File: src/rtl/xrg_pkg.sv
// ----------------------------------------------------------------------------
// xrg_pkg: shared definitions for the xoshiro random generator
// Constants, action codes and the controller/datapath command and status types.
// ----------------------------------------------------------------------------
`default_nettype none

package xrg_pkg;

  localparam logic [63:0] GOLDEN_GAMMA = 64'h9E3779B97F4A7C15;
  localparam logic [63:0] MIX_MUL_A    = 64'hBF58476D1CE4E5B9;
  localparam logic [63:0] MIX_MUL_B    = 64'h94D049BB133111EB;

  localparam logic [1:0] ACT_RESTART = 2'd0;
  localparam logic [1:0] ACT_RAW     = 2'd1;
  localparam logic [1:0] ACT_BOUNDED = 2'd2;

  localparam logic [1:0] REG_SEED   = 2'd0;
  localparam logic [1:0] REG_STREAM = 2'd1;
  localparam logic [1:0] REG_DERIVE = 2'd2;

  typedef enum logic [4:0] {
    DP_NOP,
    DP_LOAD_ZERO,
    DP_LOAD_SEED,
    DP_LOAD_STREAM,
    DP_LOAD_MIXX,
    DP_LOAD_Z,
    DP_ADD,
    DP_MUL0,
    DP_MUL1,
    DP_MUL2,
    DP_XS,
    DP_STORE,
    DP_ZFIX,
    DP_DRAW,
    DP_CAPTURE,
    DP_DIV_INIT,
    DP_DIV_STEP,
    DP_THR_LATCH,
    DP_OUT_LOAD
  } dp_op_t;

  typedef enum logic [1:0] {
    EMIT_VAL,
    EMIT_REM,
    EMIT_NOV
  } emit_sel_t;

  typedef struct packed {
    dp_op_t    op;
    logic      mul_b;     // second multiply pass of the mix
    logic [1:0] word_idx;
    logic      div_final; // divide the kept draw instead of minus bound
    emit_sel_t emit_sel;
  } dp_cmd_t;

  typedef struct packed {
    logic div_last;
    logic below_thr;
    logic in_bound_zero;
    logic derive;
  } dp_status_t;

endpackage

`default_nettype wire

File: src/rtl/xrg_datapath.sv
// ----------------------------------------------------------------------------
// xrg_datapath: generator state, mixer, remainder unit and output register
// Executes one command per cycle from the controller.
// ----------------------------------------------------------------------------
`default_nettype none

module xrg_datapath (
  input  wire logic              clk,
  input  wire logic              rst_n,
  input  wire xrg_pkg::dp_cmd_t  cmd,
  output xrg_pkg::dp_status_t    status,
  input  wire logic              cfg_write_enable,
  input  wire logic [1:0]        cfg_index,
  input  wire logic [63:0]       cfg_data,
  input  wire logic [63:0]       in_bound,
  output logic [63:0]            out_value,
  output logic                   out_no_value
);
  import xrg_pkg::*;

  logic [63:0] w_r [4];
  logic [63:0] seed_r, stream_r;
  logic        derive_r;
  logic [63:0] acc_r, z_r, prod_r;
  logic [63:0] bound_r, thr_r, val_r;
  logic [63:0] rem_r, dvd_r;
  logic [5:0]  cnt_r;
  logic [63:0] out_value_r;
  logic        out_no_value_r;

  logic [63:0] mconst, acc_add, draw_mul5, draw_rot, draw_res;
  logic [31:0] m_a, m_b;
  logic [63:0] mprod;
  logic [64:0] trial;
  logic [63:0] rem_step;

  always_comb begin
    mconst = cmd.mul_b ? MIX_MUL_B : MIX_MUL_A;
    m_a = z_r[31:0];
    m_b = mconst[31:0];
    if (cmd.op == DP_MUL1) begin
      m_a = z_r[63:32];
    end else if (cmd.op == DP_MUL2) begin
      m_b = mconst[63:32];
    end
  end

  assign mprod     = 64'(m_a) * 64'(m_b);
  assign acc_add   = acc_r + GOLDEN_GAMMA;
  assign draw_mul5 = w_r[1] + (w_r[1] << 2);
  assign draw_rot  = {draw_mul5[56:0], draw_mul5[63:57]};
  assign draw_res  = draw_rot + (draw_rot << 3);
  assign trial     = {rem_r, dvd_r[63]};
  assign rem_step = (trial >= {1'b0, bound_r}) ? 64'(trial - {1'b0, bound_r}) : trial[63:0];

  always_ff @(posedge clk) begin
    if (!rst_n) begin
      seed_r   <= '0;
      stream_r <= '0;
      derive_r <= 1'b0;
    end else if (cfg_write_enable) begin
      case (cfg_index)
        REG_SEED:   seed_r   <= cfg_data;
        REG_STREAM: stream_r <= cfg_data;
        REG_DERIVE: derive_r <= cfg_data[0];
        default: ;
      endcase
    end
  end

  always_ff @(posedge clk) begin
    unique case (cmd.op) inside
      DP_LOAD_ZERO:   acc_r <= '0;
      DP_LOAD_SEED:   acc_r <= seed_r;
      DP_LOAD_STREAM: acc_r <= stream_r;
      DP_LOAD_MIXX:   acc_r <= seed_r ^ z_r;
      DP_LOAD_Z:      acc_r <= z_r;
      DP_ADD: begin
        acc_r <= acc_add;
        z_r   <= acc_add ^ (acc_add >> 30);
      end
      DP_MUL0: prod_r <= mprod;
      DP_MUL1, DP_MUL2: prod_r[63:32] <= prod_r[63:32] + mprod[31:0];
      DP_XS: z_r <= cmd.mul_b ? (prod_r ^ (prod_r >> 31)) : (prod_r ^ (prod_r >> 27));
      DP_STORE: w_r[cmd.word_idx] <= z_r;
      DP_ZFIX: begin
        if ((w_r[0] | w_r[1] | w_r[2] | w_r[3]) == '0) begin
          w_r[0] <= GOLDEN_GAMMA;
        end
      end
      DP_DRAW: begin
        val_r  <= draw_res;
        w_r[2] <= w_r[2] ^ w_r[0] ^ (w_r[1] << 17);
        w_r[3] <= {(w_r[3][18:0] ^ w_r[1][18:0]), (w_r[3][63:19] ^ w_r[1][63:19])};
        w_r[1] <= w_r[1] ^ w_r[2] ^ w_r[0];
        w_r[0] <= w_r[0] ^ w_r[3] ^ w_r[1];
      end
      DP_CAPTURE: bound_r <= in_bound;
      DP_DIV_INIT: begin
        rem_r <= '0;
        dvd_r <= cmd.div_final ? val_r : (64'd0 - bound_r);
        cnt_r <= '0;
      end
      DP_DIV_STEP: begin
        rem_r <= rem_step;
        dvd_r <= dvd_r << 1;
        cnt_r <= cnt_r + 6'd1;
      end
      DP_THR_LATCH: thr_r <= rem_r;
      DP_OUT_LOAD: begin
        case (cmd.emit_sel)
          EMIT_VAL: begin
            out_value_r    <= val_r;
            out_no_value_r <= 1'b0;
          end
          EMIT_REM: begin
            out_value_r    <= rem_r;
            out_no_value_r <= 1'b0;
          end
          default: begin
            out_value_r    <= '0;
            out_no_value_r <= 1'b1;
          end
        endcase
      end
      default: ;
    endcase
  end

  assign status.div_last      = (cnt_r == 6'd63);
  assign status.below_thr     = (val_r < thr_r);
  assign status.in_bound_zero = (in_bound == '0);
  assign status.derive        = derive_r;

  assign out_value    = out_value_r;
  assign out_no_value = out_no_value_r;

endmodule

`default_nettype wire

File: src/rtl/xrg_ctrl.sv
// ----------------------------------------------------------------------------
// xrg_ctrl: sequencer for reseeding, draws, rejection and remainders
// Issues one datapath command per cycle and owns both handshakes.
// ----------------------------------------------------------------------------
`default_nettype none

module xrg_ctrl (
  input  wire logic                clk,
  input  wire logic                rst_n,
  input  wire logic                in_valid,
  output logic                     in_stall,
  input  wire logic [1:0]          in_action,
  output logic                     out_valid,
  input  wire logic                out_stall,
  output xrg_pkg::dp_cmd_t         cmd,
  input  wire xrg_pkg::dp_status_t status
);
  import xrg_pkg::*;

  typedef enum logic [3:0] {
    S_INIT, S_IDLE, S_ADD, S_MUL0, S_MUL1, S_MUL2, S_XS, S_POST, S_ZFIX,
    S_DRAW, S_CHECK, S_DIVINIT, S_DIV, S_DIVEND, S_EMIT
  } state_t;

  typedef enum logic [2:0] {
    P_STREAM, P_OUTER, P_W0, P_W1, P_W2, P_W3
  } purpose_t;

  state_t    state_r, state_nxt;
  purpose_t  purpose_r, purpose_nxt;
  logic      pass_b_r, pass_b_nxt;
  logic      bounded_r, bounded_nxt;
  logic      final_r, final_nxt;
  emit_sel_t emit_r, emit_nxt;
  logic      out_valid_r, out_valid_nxt;
  logic      can_load;

  assign can_load = !out_valid_r || !out_stall;

  always_comb begin
    state_nxt     = state_r;
    purpose_nxt   = purpose_r;
    pass_b_nxt    = pass_b_r;
    bounded_nxt   = bounded_r;
    final_nxt     = final_r;
    emit_nxt      = emit_r;
    out_valid_nxt = out_valid_r && out_stall;
    cmd.op        = DP_NOP;
    cmd.mul_b     = pass_b_r;
    cmd.word_idx  = 2'd0;
    cmd.div_final = final_r;
    cmd.emit_sel  = emit_r;
    unique case (state_r)
      S_INIT: begin
        cmd.op      = DP_LOAD_ZERO;
        purpose_nxt = P_W0;
        state_nxt   = S_ADD;
      end
      S_IDLE: begin
        if (in_valid) begin
          case (in_action)
            ACT_RESTART: begin
              cmd.op      = status.derive ? DP_LOAD_STREAM : DP_LOAD_SEED;
              purpose_nxt = status.derive ? P_STREAM : P_W0;
              state_nxt   = S_ADD;
            end
            ACT_RAW: begin
              bounded_nxt = 1'b0;
              state_nxt   = S_DRAW;
            end
            ACT_BOUNDED: begin
              if (status.in_bound_zero) begin
                emit_nxt  = EMIT_NOV;
                state_nxt = S_EMIT;
              end else begin
                cmd.op      = DP_CAPTURE;
                bounded_nxt = 1'b1;
                final_nxt   = 1'b0;
                state_nxt   = S_DIVINIT;
              end
            end
            default: ;
          endcase
        end
      end
      S_ADD: begin
        cmd.op     = DP_ADD;
        pass_b_nxt = 1'b0;
        state_nxt  = S_MUL0;
      end
      S_MUL0: begin
        cmd.op    = DP_MUL0;
        state_nxt = S_MUL1;
      end
      S_MUL1: begin
        cmd.op    = DP_MUL1;
        state_nxt = S_MUL2;
      end
      S_MUL2: begin
        cmd.op    = DP_MUL2;
        state_nxt = S_XS;
      end
      S_XS: begin
        cmd.op = DP_XS;
        if (!pass_b_r) begin
          pass_b_nxt = 1'b1;
          state_nxt  = S_MUL0;
        end else begin
          state_nxt = S_POST;
        end
      end
      S_POST: begin
        state_nxt = S_ADD;
        unique case (purpose_r)
          P_STREAM: begin
            cmd.op      = DP_LOAD_MIXX;
            purpose_nxt = P_OUTER;
          end
          P_OUTER: begin
            cmd.op      = DP_LOAD_Z;
            purpose_nxt = P_W0;
          end
          P_W0: begin
            cmd.op      = DP_STORE;
            cmd.word_idx = 2'd0;
            purpose_nxt = P_W1;
          end
          P_W1: begin
            cmd.op      = DP_STORE;
            cmd.word_idx = 2'd1;
            purpose_nxt = P_W2;
          end
          P_W2: begin
            cmd.op      = DP_STORE;
            cmd.word_idx = 2'd2;
            purpose_nxt = P_W3;
          end
          default: begin
            cmd.op       = DP_STORE;
            cmd.word_idx = 2'd3;
            state_nxt    = S_ZFIX;
          end
        endcase
      end
      S_ZFIX: begin
        cmd.op    = DP_ZFIX;
        state_nxt = S_IDLE;
      end
      S_DRAW: begin
        cmd.op = DP_DRAW;
        if (bounded_r) begin
          state_nxt = S_CHECK;
        end else begin
          emit_nxt  = EMIT_VAL;
          state_nxt = S_EMIT;
        end
      end
      S_CHECK: begin
        if (status.below_thr) begin
          state_nxt = S_DRAW;
        end else begin
          final_nxt = 1'b1;
          state_nxt = S_DIVINIT;
        end
      end
      S_DIVINIT: begin
        cmd.op    = DP_DIV_INIT;
        state_nxt = S_DIV;
      end
      S_DIV: begin
        cmd.op = DP_DIV_STEP;
        if (status.div_last) begin
          state_nxt = S_DIVEND;
        end
      end
      S_DIVEND: begin
        if (!final_r) begin
          cmd.op    = DP_THR_LATCH;
          state_nxt = S_DRAW;
        end else begin
          emit_nxt  = EMIT_REM;
          state_nxt = S_EMIT;
        end
      end
      S_EMIT: begin
        if (can_load) begin
          cmd.op        = DP_OUT_LOAD;
          out_valid_nxt = 1'b1;
          state_nxt     = S_IDLE;
        end
      end
      default: state_nxt = S_IDLE;
    endcase
  end

  always_ff @(posedge clk) begin
    if (!rst_n) begin
      state_r     <= S_INIT;
      purpose_r   <= P_W0;
      pass_b_r    <= 1'b0;
      bounded_r   <= 1'b0;
      final_r     <= 1'b0;
      emit_r      <= EMIT_VAL;
      out_valid_r <= 1'b0;
    end else begin
      state_r     <= state_nxt;
      purpose_r   <= purpose_nxt;
      pass_b_r    <= pass_b_nxt;
      bounded_r   <= bounded_nxt;
      final_r     <= final_nxt;
      emit_r      <= emit_nxt;
      out_valid_r <= out_valid_nxt;
    end
  end

  assign in_stall  = (state_r != S_IDLE);
  assign out_valid = out_valid_r;

  // A result only appears after the emit step.
  a_valid_from_emit: assert property (@(posedge clk) disable iff (!rst_n)
    $rose(out_valid_r) |-> $past(state_r == S_EMIT))
    else $error("result valid without emit step");

  // A waiting result is never dropped.
  a_hold_result: assert property (@(posedge clk) disable iff (!rst_n)
    (out_valid_r && out_stall) |=> out_valid_r)
    else $error("stalled result lost");

  // The remainder unit ends after its last step.
  a_div_end: assert property (@(posedge clk) disable iff (!rst_n)
    (state_r == S_DIV && status.div_last) |=> state_r == S_DIVEND)
    else $error("divide did not finish");

  // Seed words are stored only while expanding.
  a_store_purpose: assert property (@(posedge clk) disable iff (!rst_n)
    (cmd.op == DP_STORE) |-> (purpose_r != P_STREAM && purpose_r != P_OUTER))
    else $error("store outside seed expansion");

endmodule

`default_nettype wire

File: src/rtl/xoshiro_random_generator.sv
// ----------------------------------------------------------------------------
// xoshiro_random_generator: xoshiro256** generator with bounded draws
// Reseeds from a configured or derived seed; raw and unbiased bounded draws.
// ----------------------------------------------------------------------------
//  channel  direction  handshake           payload
//  in       input      in_valid/in_stall   in_action, in_bound
//  out      output     out_valid/out_stall out_value, out_no_value
//  cfg      input      cfg_write_enable    cfg_index, cfg_data
//
// Raw draw: a draw step, then an emit step into the output register. Restart:
// the mix sequence on one 32x32 multiplier, once per state word and twice
// more with derivation. Bounded draw: the one-bit-per-cycle remainder unit
// run twice, plus a draw and a check per rejected draw.
// After reset the generator expands seed zero with in_stall high.
// A finished result waits in the output register while the next item is taken.
// ----------------------------------------------------------------------------
`default_nettype none

module xoshiro_random_generator (
  input  wire logic        clk,
  input  wire logic        rst_n,
  input  wire logic        in_valid,
  output logic             in_stall,
  input  wire logic [1:0]  in_action,
  input  wire logic [63:0] in_bound,
  output logic             out_valid,
  input  wire logic        out_stall,
  output logic [63:0]      out_value,
  output logic             out_no_value,
  input  wire logic        cfg_write_enable,
  input  wire logic [1:0]  cfg_index,
  input  wire logic [63:0] cfg_data
);
  import xrg_pkg::*;

  dp_cmd_t    cmd;
  dp_status_t status;

  xrg_ctrl u_ctrl (
    .clk       (clk),
    .rst_n     (rst_n),
    .in_valid  (in_valid),
    .in_stall  (in_stall),
    .in_action (in_action),
    .out_valid (out_valid),
    .out_stall (out_stall),
    .cmd       (cmd),
    .status    (status)
  );

  xrg_datapath u_datapath (
    .clk              (clk),
    .rst_n            (rst_n),
    .cmd              (cmd),
    .status           (status),
    .cfg_write_enable (cfg_write_enable),
    .cfg_index        (cfg_index),
    .cfg_data         (cfg_data),
    .in_bound         (in_bound),
    .out_value        (out_value),
    .out_no_value     (out_no_value)
  );

endmodule

`default_nettype wire
File: config.mk
export PLATFORM = sky130hd
export DESIGN_NAME = xoshiro_random_generator
export DESIGN_NICKNAME = d
export VERILOG_FILES = /design/src/rtl/xrg_pkg.sv /design/src/rtl/xrg_datapath.sv /design/src/rtl/xrg_ctrl.sv /design/src/rtl/xoshiro_random_generator.sv
export SDC_FILE = /design/constraint.sdc
export NUM_CORES = 2
export LEC_CHECK = 0
export ABC_AREA = 0
export BUFFER_PORTS_ARGS = -buffer_cell sky130_fd_sc_hd__buf_2
export CAP_MARGIN = 20
export CORE_ASPECT_RATIO = 0.8
export CORE_MARGIN = 10
export CORE_UTILIZATION = 45
export DETAILED_ROUTE_END_ITERATION = 12
export PLACE_DENSITY_LB_ADDON = 0.3
export SYNTH_ARGS = -nofsm -noshare
export SYNTH_HDL_FRONTEND = slang
export SYNTH_HIERARCHICAL = 1
export SYNTH_SLANG_ARGS = --single-unit
File: constraint.sdc
create_clock -name clk -period 16.25 [get_ports clk]
set_input_delay 2.4375 -clock clk [delete_from_list [all_inputs] [get_ports clk]]
set_output_delay 2.4375 -clock clk [all_outputs]
set_load 0.01 [all_outputs]
==> metrics.md <==
| Metric | Value |
|---|---|
| Post-synth top cells | `1129 x inv_1, 866 x nand2_1, 865 x nor2_1` |
| Largest net degree at the start of global routing | `179` |
| Proportion of layout cells with a drive suffix above 1 | `0.0716` |
| Number of fill cells | `about 18000` |
| Die W | `~520 um` |
| Final clock skew | `a little over 0.1 ns` |
| Minimum clock period | `around 15 ns` |
| Initial antenna violation count | `17` |
| Ys flop type | `edfxtp_1` |
| Worst Tran Pin Value | `roughly 1.3 ns` |
| ANT nets after route | `0` |
| Most common cell in the netlist | `inv_1` |
| Syn_area_per_cell | `around 9.6 sq um` |
| Hold buffers post-CTS | `0` |
| Via Count | `around 72000` |
| CP Data Arrival Time | `about 15 ns` |
| Gr ovfl total | `0` |
| CP max stage cell | `nor4_2` |
| M1 GR Usage | `0.420` |
| Syn Nets | `between 10000 and 15000` |
| RePlAce Congestion | `1.02` |
| EDFF count, synth | `around 840` |
| Core Region | `around 200000 sq um` |
| RSZ-0062 raised after global routing | `no` |
| Final setup TNS | `0 ns` |
| Max Root-Sink Buffers | `3` |
| Routed len/inst | `roughly 27 um` |
| Sequential share of the synthesized area | `0.311` |
| Slew HR | `0.163` |
| CTS root buf | `clkbuf_16` |
| Most used cell, CP | `fa_1` |
| Post-DP HPWL | `about 270 mm` |
| Vias per Instance | `between 5 and 6` |
| All-Layer GR Usage | `0.301` |
| Crit-path max cell delay | `approximately 0.73 ns` |
| Io pins | `about 200` |
| Post-layout util | `0.496` |
| Warnings from Yosys | `6` |
| Asr flop ratio synth | `0` |
| DR DRC count | `0` |
| Global-route wire length before repair | `slightly below 500 mm` |
| Synth area leader | `edfxtp_1` |
| I/O Buffers | `roughly 200` |
| Max Slew Vio Count | `0` |
| Worst-path clk slew | `roughly 0.060 ns` |
| Setup Viol. Count Final | `0` |
| Post-CTS setup buffers | `0` |
| Final #Nets | `~11000` |
| Die extent in y | `420 um` |
| Nature of the critical path endpoint | `register` |
| DRT iter0 DRCs | `approximately 8000` |
| Path category of the worst min-delay check | `register to register` |
| Gate Count Post-Synth | `approximately 9400` |
| H-tree lvl count | `3` |
| Mapped Area | `approximately 90000 sq um` |
| TritonRoute pass-1 iters | `6` |
| Yosys top cell area share | `0.279` |
| WS Path Type | `input port to register` |
| Hold Fails Final Rpt | `0` |
| Max Freq | `between 0.06 and 0.07 GHz` |
| WP data required | `around 17 ns` |
| CTS tree | `yes` |
| Die ar. | `~220000 sq um` |
| Worst setup SP type | `input port` |
| Tcrit/Tclk final | `0.922` |
| Area delta synth->final | `9.11%` |
| Worst skew pair latency | `0.80 ns` |
| Distinct cells, synth | `98` |
| Number of global-route vias before repair | `slightly above 70000` |
| Final WL | `337 mm` |
| Yosys reg bits | `between 900 and 1000` |
| Status | `completed` |
| TritonCTS Buffers | `approximately 100` |
| Initial core utilization | `0.454` |
| Synth top area cells | `edfxtp_1 28%, fa_1 18%, ha_1 8.6%, xnor2_1 5.2%, inv_1 4.7%` |
| Routing usage on met2 | `0.444` |
| Crit-path max FO | `27` |
| GRT Max-Usage Layer | `met2` |
| Sink Count | `between 900 and 1000` |
| Rows | `146` |
| Max-cap violations | `0` |
| Cts repair resizes | `0` |
| Grt met3 use | `0.0868` |
==> layout make-up <==
| cell class | instances | area, sq um | share of cell area |
|---|---|---|---|
| Clock buffer | 118 | 2660 | 0.0271 |
| Multi-Input combinational cell | 6839 | 56500 | 0.574 |
| Timing Repair Buffer | 428 | 2790 | 0.0283 |
| Sequential cell | 981 | 28000 | 0.285 |
| Inverter | 1138 | 4280 | 0.0435 |
| Tap cell | 2664 | 3330 | 0.0339 |
| Antenna cell | 17 | 42.5 | 0.000432 |
| Clock inverter | 78 | 790 | 0.00802 |
==> through the flow <==
stage	setup WS, ns	instance area, sq um	hold WS [ns]	instances
after detailed placement	0.846	94900	0.459	12000
after CTS	1.60	98300	0.469	12200
final	1.26	98400	0.467	12300
after global placement	0.129	94900	0.453	12000
after global routing	1.14	98400	0.488	12200
after floorplan	2.16	90200	0.443	9368
==> cells in the final DEF (no fill, tap or decap), types with 206 or more instances in the layout <==
master / synthesis / final
a21oi_1: 543 / 539
nand2_1: 866 / 864
edfxtp_1: 839 / 839
buf_2: 5 / 206
xnor2_1: 538 / 538
a21o_1: 216 / 216
ha_1: 620 / 620
nor2_1: 865 / 859
buf_4: 5 / 215
fa_1: 829 / 829
xor2_1: 251 / 251
inv_1: 1129 / 1127
o21ai_0: 547 / 545
==> kinds of logic after synthesis <==
family                   count (synthesis)  share of synthesized area
AO/OA/AOI/OAI                         1936                      0.133
XOR/XNOR                               792                     0.0774
adder cells (fa/ha/maj)               1449                      0.270
buffers and inverters                 1548                     0.0652
flip-flops                             981                      0.311
multiplexers                           165                     0.0183
AND/OR/NAND/NOR                       2497                      0.125
==> final timing paths <==
kind                               start  slack, ns                     end  cells past startpoint
hold reg to reg   u_datapath/stream_r[5]       0.47  u_datapath/stream_r[5]                      2
setup reg to reg       u_ctrl/state_r[1]       3.92   u_datapath/prod_r[55]                     35
setup / recovery            in_bound[21]       1.26   u_datapath/prod_r[55]                     41
hold / removal    u_datapath/stream_r[5]       0.47  u_datapath/stream_r[5]                      2
==> worst max-delay path: cells and delay by family <==
| family | cells | cell delay, ns |
|---|---|---|
| adder cells (fa/ha/maj) | 9 | 4.84 |
| AND/OR/NAND/NOR | 15 | 4.44 |
| buffers and inverters | 10 | 2.23 |
| AO/OA/AOI/OAI | 6 | 1.20 |
| XOR/XNOR | 1 | 0.28 |
==> routing by layer <==
| metal | vias up | part of all wire | wire length, um |
|---|---|---|---|
| li1 | 32200 | - | - |
| met2 | 3746 | 0.42 | 143000 |
| met3 | 551 | 0.11 | 38000 |
| met1 | 35900 | 0.42 | 142000 |
| met4 | 12 | 0.041 | 13700 |
| met5 | - | 0.00039 | 133 |
==> registers in the layout (all words and copies together) (netlist names), 6 cells and up <==
name / count
u_datapath/stream_r: 64
u_datapath/z_r: 64
u_datapath/acc_r: 64
u_datapath/thr_r: 64
u_datapath/prod_r: 64
u_datapath/w_r: 256
u_datapath/cnt_r: 6
u_datapath/dvd_r: 64
u_datapath/val_r: 64
u_datapath/rem_r: 64
u_datapath/out_value: 64
u_datapath/seed_r: 64
u_datapath/bound_r: 64
Power is left out: the tool's default activity adds up to more than one toggle a clock period on the data nets, which glitch-free logic cannot reach.
